<file path="config.mk">
export PLATFORM = sky130hd
export DESIGN_NAME = max_heap_priority_queue_top
export DESIGN_NICKNAME = d
export VERILOG_FILES = /design/src/design/hpq_pkg.sv /design/src/design/hpq_cell.sv /design/src/design/max_heap_priority_queue_top.sv
export SDC_FILE = /design/constraint.sdc
export NUM_CORES = 2
export LEC_CHECK = 0
export BUFFER_PORTS_ARGS = -buffer_cell sky130_fd_sc_hd__buf_2
export CAP_MARGIN = 5
export CORE_ASPECT_RATIO = 0.8
export CORE_UTILIZATION = 50
export CTS_CLUSTER_SIZE = 14
export DETAILED_ROUTE_END_ITERATION = 8
export GPL_ROUTABILITY_DRIVEN = 0
export PLACE_DENSITY_LB_ADDON = 0.05
export SYNTH_ARGS = -nofsm -noshare
export SYNTH_HDL_FRONTEND = slang
export SYNTH_HIERARCHICAL = 1
export SYNTH_SLANG_ARGS = --single-unit
</file>
<file path="constraint.sdc">
create_clock -name clk -period 7.3 [get_ports clk]
set_input_delay 0 -clock clk [delete_from_list [all_inputs] [get_ports clk]]
set_output_delay 0 -clock clk [all_outputs]
set_load 0.05 [all_outputs]
</file>
<file path="src/design/hpq_pkg.sv">
`default_nettype none

package hpq_pkg;

    localparam int CAPACITY = 32;
    localparam int DATA_W   = 32;
    localparam int COUNT_W  = $clog2(CAPACITY + 1);
    localparam int ENTRY_W  = 6;

    localparam logic ACT_INSERT = 1'b0;
    localparam logic ACT_REMOVE = 1'b1;

    localparam logic [1:0] STATUS_DONE  = 2'd0;
    localparam logic [1:0] STATUS_EMPTY = 2'd1;
    localparam logic [1:0] STATUS_FULL  = 2'd2;

    typedef struct packed {
        logic                     action;
        logic signed [DATA_W-1:0] value;
    } request_t;

    typedef struct packed {
        logic signed [DATA_W-1:0] removed_value;
        logic [1:0]               status;
        logic [ENTRY_W-1:0]       entry_count;
    } result_t;

    // Contents of one slot of the sorted chain.
    typedef struct packed {
        logic                     valid;
        logic signed [DATA_W-1:0] value;
    } slot_t;

    // What a cell shows to its right-hand neighbor.
    typedef struct packed {
        slot_t slot;
        logic  keep;
    } cell_link_t;

    // Operation broadcast to every cell.
    typedef struct packed {
        logic                     ins;
        logic                     rem;
        logic signed [DATA_W-1:0] value;
    } cell_cmd_t;

endpackage

`default_nettype wire

</file>
<file path="src/design/hpq_cell.sv">
`default_nettype none

module hpq_cell (
    input  wire logic               clk,
    input  wire logic               rst_n,
    input  wire hpq_pkg::cell_cmd_t cmd,
    input  wire hpq_pkg::cell_link_t left,
    input  wire hpq_pkg::slot_t     right,
    output hpq_pkg::cell_link_t     link
);

    hpq_pkg::slot_t slot_reg;
    hpq_pkg::slot_t slot_next;
    logic           keep;

    // A valid entry at least as large as the new value stays where it is.
    assign keep = slot_reg.valid && (slot_reg.value >= cmd.value);

    always_comb
    begin
        slot_next = slot_reg;
        if (cmd.rem)
        begin
            slot_next = right;
        end
        else if (cmd.ins && !keep)
        begin
            if (left.keep)
            begin
                slot_next.valid = 1'b1;
                slot_next.value = cmd.value;
            end
            else
            begin
                slot_next = left.slot;
            end
        end
    end

    always_ff @(posedge clk or negedge rst_n)
    begin
        if (!rst_n)
        begin
            slot_reg <= '0;
        end
        else
        begin
            slot_reg <= slot_next;
        end
    end

    assign link.slot = slot_reg;
    assign link.keep = keep;

endmodule

`default_nettype wire

</file>
<file path="src/design/max_heap_priority_queue_top.sv">
`default_nettype none

// Bounded max-priority queue of signed 32-bit values.
// A request item is taken at a rising clock edge where start is high and busy is
// low. Its action field selects an insert of value or a removal of the largest
// value held. Busy is always low, so a new item may be given in every cycle.
// Exactly one result item follows each request, in the cycle after it is taken,
// with done high for that single cycle. The result carries the removed value (zero
// unless a removal succeeded), a status code and the number of entries now held.
// An insert into a full queue is dropped with status full, and a removal from an
// empty queue reports status empty; neither changes the contents.
// Values are kept sorted, largest first, in a row of identical cells. On an insert
// every cell compares its entry with the new value in parallel and either keeps
// its entry, takes the new value, or takes its left neighbor's entry. On a removal
// every cell takes its right neighbor's entry. Each item therefore needs only
// a single compare in each cell, for a sustained rate of one item per cycle.
// The receiver cannot stall: a result is lost if it is not taken while done is high.
// Reset clears the entry count and every valid bit in the row, leaving the queue empty.
module max_heap_priority_queue_top (
    input  wire logic              clk,
    input  wire logic              rst_n,
    input  wire logic              start,
    output logic                   busy,
    input  wire hpq_pkg::request_t request,
    output logic                   done,
    output hpq_pkg::result_t       result
);

    logic                          accept;
    logic                          is_full;
    logic                          is_empty;
    hpq_pkg::cell_cmd_t            cmd;
    hpq_pkg::cell_link_t           links [hpq_pkg::CAPACITY];

    logic [hpq_pkg::COUNT_W-1:0]   count_reg;
    logic [hpq_pkg::COUNT_W-1:0]   count_next;
    logic                          done_reg;
    hpq_pkg::result_t              result_reg;
    hpq_pkg::result_t              result_next;

    // Every item finishes in the cycle it is taken, so the block never holds off.
    assign busy   = 1'b0;
    assign accept = start && !busy;

    assign is_full  = (count_reg == hpq_pkg::COUNT_W'(hpq_pkg::CAPACITY));
    assign is_empty = (count_reg == '0);

    assign cmd.ins   = accept && (request.action == hpq_pkg::ACT_INSERT) && !is_full;
    assign cmd.rem   = accept && (request.action == hpq_pkg::ACT_REMOVE) && !is_empty;
    assign cmd.value = request.value;

    // The row of cells; the leftmost cell holds the largest value.
    for (genvar i = 0; i < hpq_pkg::CAPACITY; i++)
    begin : g_cell
        hpq_pkg::cell_link_t left_in;
        hpq_pkg::slot_t      right_in;

        if (i == 0)
        begin : g_head
            // Nothing stands left of the head, so a new value may always land here.
            assign left_in.slot.valid = 1'b0;
            assign left_in.slot.value = '0;
            assign left_in.keep       = 1'b1;
        end
        else
        begin : g_body
            assign left_in = links[i-1];
        end

        if (i == hpq_pkg::CAPACITY - 1)
        begin : g_tail
            assign right_in.valid = 1'b0;
            assign right_in.value = '0;
        end
        else
        begin : g_inner
            assign right_in = links[i+1].slot;
        end

        hpq_cell u_cell (
            .clk   (clk),
            .rst_n (rst_n),
            .cmd   (cmd),
            .left  (left_in),
            .right (right_in),
            .link  (links[i])
        );
    end

    always_comb
    begin
        count_next                = count_reg;
        result_next.removed_value = '0;
        result_next.status        = hpq_pkg::STATUS_DONE;
        if (accept)
        begin
            if (request.action == hpq_pkg::ACT_INSERT)
            begin
                if (is_full)
                begin
                    result_next.status = hpq_pkg::STATUS_FULL;
                end
                else
                begin
                    count_next = count_reg + hpq_pkg::COUNT_W'(1);
                end
            end
            else
            begin
                if (is_empty)
                begin
                    result_next.status = hpq_pkg::STATUS_EMPTY;
                end
                else
                begin
                    count_next                = count_reg - hpq_pkg::COUNT_W'(1);
                    result_next.removed_value = links[0].slot.value;
                end
            end
        end
        result_next.entry_count = hpq_pkg::ENTRY_W'(count_next);
    end

    always_ff @(posedge clk or negedge rst_n)
    begin
        if (!rst_n)
        begin
            count_reg <= '0;
            done_reg  <= 1'b0;
        end
        else
        begin
            count_reg <= count_next;
            done_reg  <= accept;
        end
    end

    always_ff @(posedge clk)
    begin
        if (accept)
        begin
            result_reg <= result_next;
        end
    end

    assign done   = done_reg;
    assign result = result_reg;

endmodule

`default_nettype wire

</file>
# Word level (Yosys, flattened, before mapping)

Index checks and enable logic that the tools add are counted.

Bitwise operators: 1
Equality and inequality tests: 1
$add $sub $neg: 2
Reduce and logical (&&, ||, !) cells: 136
Order comparisons: 32
Muxes and demuxes: 102

Operator list:

| operator              | count |
|---|---|
| $mux W33              | 95 |
| $ge A32 B32 Y1        | 32 |
| $logic_and A1 B1 Y1   | 68 |
| $reduce_bool A2 Y1    | 32 |
| $logic_not A1 Y1      | 34 |
| $mux W6               | 4 |
| $add A6 B1 Y6 const B | 1 |
| $eq A6 B6 Y1 const B  | 1 |
| $logic_not A6 Y1      | 1 |
| $sub A6 B1 Y6 const B | 1 |
| $mux W2               | 2 |
| $reduce_or A2 Y1      | 1 |
| $mux W1               | 1 |
| $not A1 Y1            | 1 |

Word-level logic and storage cells: 343
Bits in registers: 1103

# Longest topological paths before layout

Depth in word-level cells: 6
Mapped depth: 14

# By module

The synthesis kept the hierarchy.

By module, submodules not included:

| module                      | instances | area an instance (um2) | cells each |
|---|---|---|---|
| hpq_cell                    | 32        | 2880.3                 | 303 |
| max_heap_priority_queue_top | 1         | 1968.1                 | 139 |

# Least setup slack after synthesis

Ideal clock, no wire load.

Kind: reg-to-reg
Start point: register count_reg[0] (netlist name)
End point: register g_cell[0].u_cell.slot_reg, in the netlist g_cell[0].u_cell/link[16]
Setup slack: 1.186 ns
Library setup time: 0.125 ns
Buffers on the path: 1
Cell stages (with the launch flop): 9
Period minus slack after synthesis: 6.114 ns
Arrival: 5.989 ns
Cells stage by stage: dfrtp_1 inv_1 ha_1 nor4b_2 a211oi_1 inv_1 o41ai_4 buf_6 mux2_4

RTL lines:

| item                   | line                               | text |
|---|---|---|
| start, declared        | max_heap_priority_queue_top.sv:35  | `logic [hpq_pkg::COUNT_W-1:0] count_reg;` |
| start signal, assigned | max_heap_priority_queue_top.sv:133 | `count_reg <= count_next;` |
| end signal, assigned   | hpq_cell.sv:48                     | `slot_reg <= slot_next;` |
| end, declared          | hpq_cell.sv:12                     | `hpq_pkg::slot_t slot_reg;` |

==> results.txt <==
Final Hold Fails: 0
reg2reg start: g_cell[9].u_cell/link[32]
vias in the first global route: 72440
max-cap viol count: 0
Critical Path Source Type: input port
fmax: 226.6 MHz
first-pass GRT wire length: 437000 um
height of the die: 390.1 um
CP startpoint: request[30]
RSZ-0062 raised after global routing: false
CP required: 7960 ps
Slew headroom: 16.29%
Crit Path Max Fanout: 34
via count: 72080
Post-Layout Cell Count: 12420
endpoints failing setup: 0
Clock Sinks: 1103
worst r2r dst: g_cell[10].u_cell/link[5]
Hold EP: g_cell[1].u_cell/link[19]
PortBufs: 76
Num CTS Buffers: 137
DRT iter0 DRCs: 5389
R2R depth: 10
dpl cells: 12160
drt total wl: 277900 um
Tot GR Track Use: 28.97%
type of the worst setup path: input port to flop
number of warning messages in the yosys log: 6
FP Rows: 142
gr ovfl total: 0
flop-to-flop setup slack: 3140 ps
hold path start: request[18]
CP arrival: 5080 ps
share of layout cells above drive strength 1: 16.12%
period utilization: 60.45%
Root Buffer: clkbuf_16
CTS tree: done
Fill cells: 16910
CP endpoint kind: flop
Synth Cell Area: 0.09413 mm^2
pin count of the biggest net entering global routing: 249
post-route ant nets: 0
maximum clock insertion buffer count: 3
DR pass1 iterations: 5
initial antenna violation count: 3
Fin Clk Skew: 32.51 ps
maximum vdd drop: 0.0002997 V
dpl hpwl: 202300 um
Clk pin slew, worst setup/hold paths: 60 ps
nets: 10860
Pwr Density: 431.5 mW/mm^2
die area: 0.1900 mm^2
max FFs per register: 1056
Die Span X: 487.1 um
Total Neg Setup Slack: 0 ps
I/O pin total: 78
Initial Util: 50.31%
Mapped Cells: 9834
Worst-Margin Slew: 1251 ps
hold crit path type: input port to flop
core area: 0.1871 mm^2
Hold Path Stages: 4
wire length per cell: 22.37 um
Clk Latency, worst-skew pair: 790 ps
Pleak: 50.23 nW
htree depth: 4
status: completed
Slew Viols, Final: 0
DRC: 0
routed vias/inst: 5.802
synth-to-layout area growth: 7.763%
minimum clock period after layout: 4413 ps
Avg Inst Size Synth: 9.572 um^2
-- report_power, final --
part	total [W]	internal (W)	switching, W
clock network	0.00689	0.00394	0.00295
registers	0.0133	0.00904	0.00427
logic	0.0236	0.0123	0.0113
-- worst max path at each step --
stage                                      endpoint  cells past startpoint
after floorplan           g_cell[0].u_cell/link[16]                      8
after global placement    g_cell[22].u_cell/link[2]                     12
after detailed placement  g_cell[22].u_cell/link[2]                     12
after CTS                 g_cell[22].u_cell/link[2]                     13
after global routing      g_cell[22].u_cell/link[2]                     13
final                     g_cell[22].u_cell/link[2]                     13
-- routing by layer --
metal	share of wire, %	vias up	GRT usage (%)	wire length (um)
li1	-	34520	-	-
met1	51	35460	43.95	140300
met2	42	1679	42.16	115400
met3	4.4	426	3.101	12220
met4	3.5	0	10.03	9863
met5	0	-	0	0
-- area by class of cell --
class	count	area (um^2)	area share, %
Timing Repair Buffer	240	2062	2.033
Inverter	1093	4103	4.045
Antenna cell	1	2.502	0.002467
Clock buffer	210	4074	4.016
Tap cell	2520	3153	3.108
Sequential cell	1103	27800	27.41
Clock inverter	39	372.9	0.3676
Multi-Input combinational cell	7218	59870	59.02
-- layout by cell type (no fill, tap or decap), drive strengths merged, types with 33 or more instances in the layout --
| cell | n |
|---|---|
| clkbuf | 210 |
| nand4 | 193 |
| inv | 1100 |
| a211oi | 34 |
| nand3 | 64 |
| nor2b | 33 |
| buf | 228 |
| or3 | 35 |
| o21ai | 1219 |
| a21oi | 483 |
| mux2 | 992 |
| mux2i | 1057 |
| nand2 | 1345 |
| nor2 | 162 |
| conb | 68 |
| dfrtp | 1063 |
| nor3 | 37 |
| nand2b | 68 |
| o211ai | 33 |
| ha | 1026 |
| nor4 | 64 |
| edfxtp | 40 |
| a31oi | 65 |
-- stage by stage --
stage	instance area [um^2]	setup WS, ps	hold WS, ps	utilization [%]	power [W]
5_1_grt	101400	2781	51.42	54.22	0.04695
3_3_place_gp	96840	2746	75.16	51.76	0.03585
4_1_cts	101400	2977	5.824	54.22	0.04384
6_report	101400	2887	70.88	54.22	0.04377
3_5_place_dp	96840	2672	79.58	51.76	0.03679
2_1_floorplan	94380	1186	-295.6	-	0.03095
-- worst max-delay path, stage by stage --
cell and delay (ps):
dlygate4sd3_1 530, buf_4 400, buf_4 530, inv_1 110
ha_1 350, nand4_2 180, nor4_4 420, nand3_1 220
a31oi_1 480, or3_2 960, mux2i_1 380, o21ai_0 120
mux2_4 270
-- repair_timing --
item	4_1_cts	5_1_grt
endpoints found under the hold margin	345	0
buffers inserted	0	0
resized for setup	0	0
hold buffers	13	0
(Power assumes the default switching activity.)
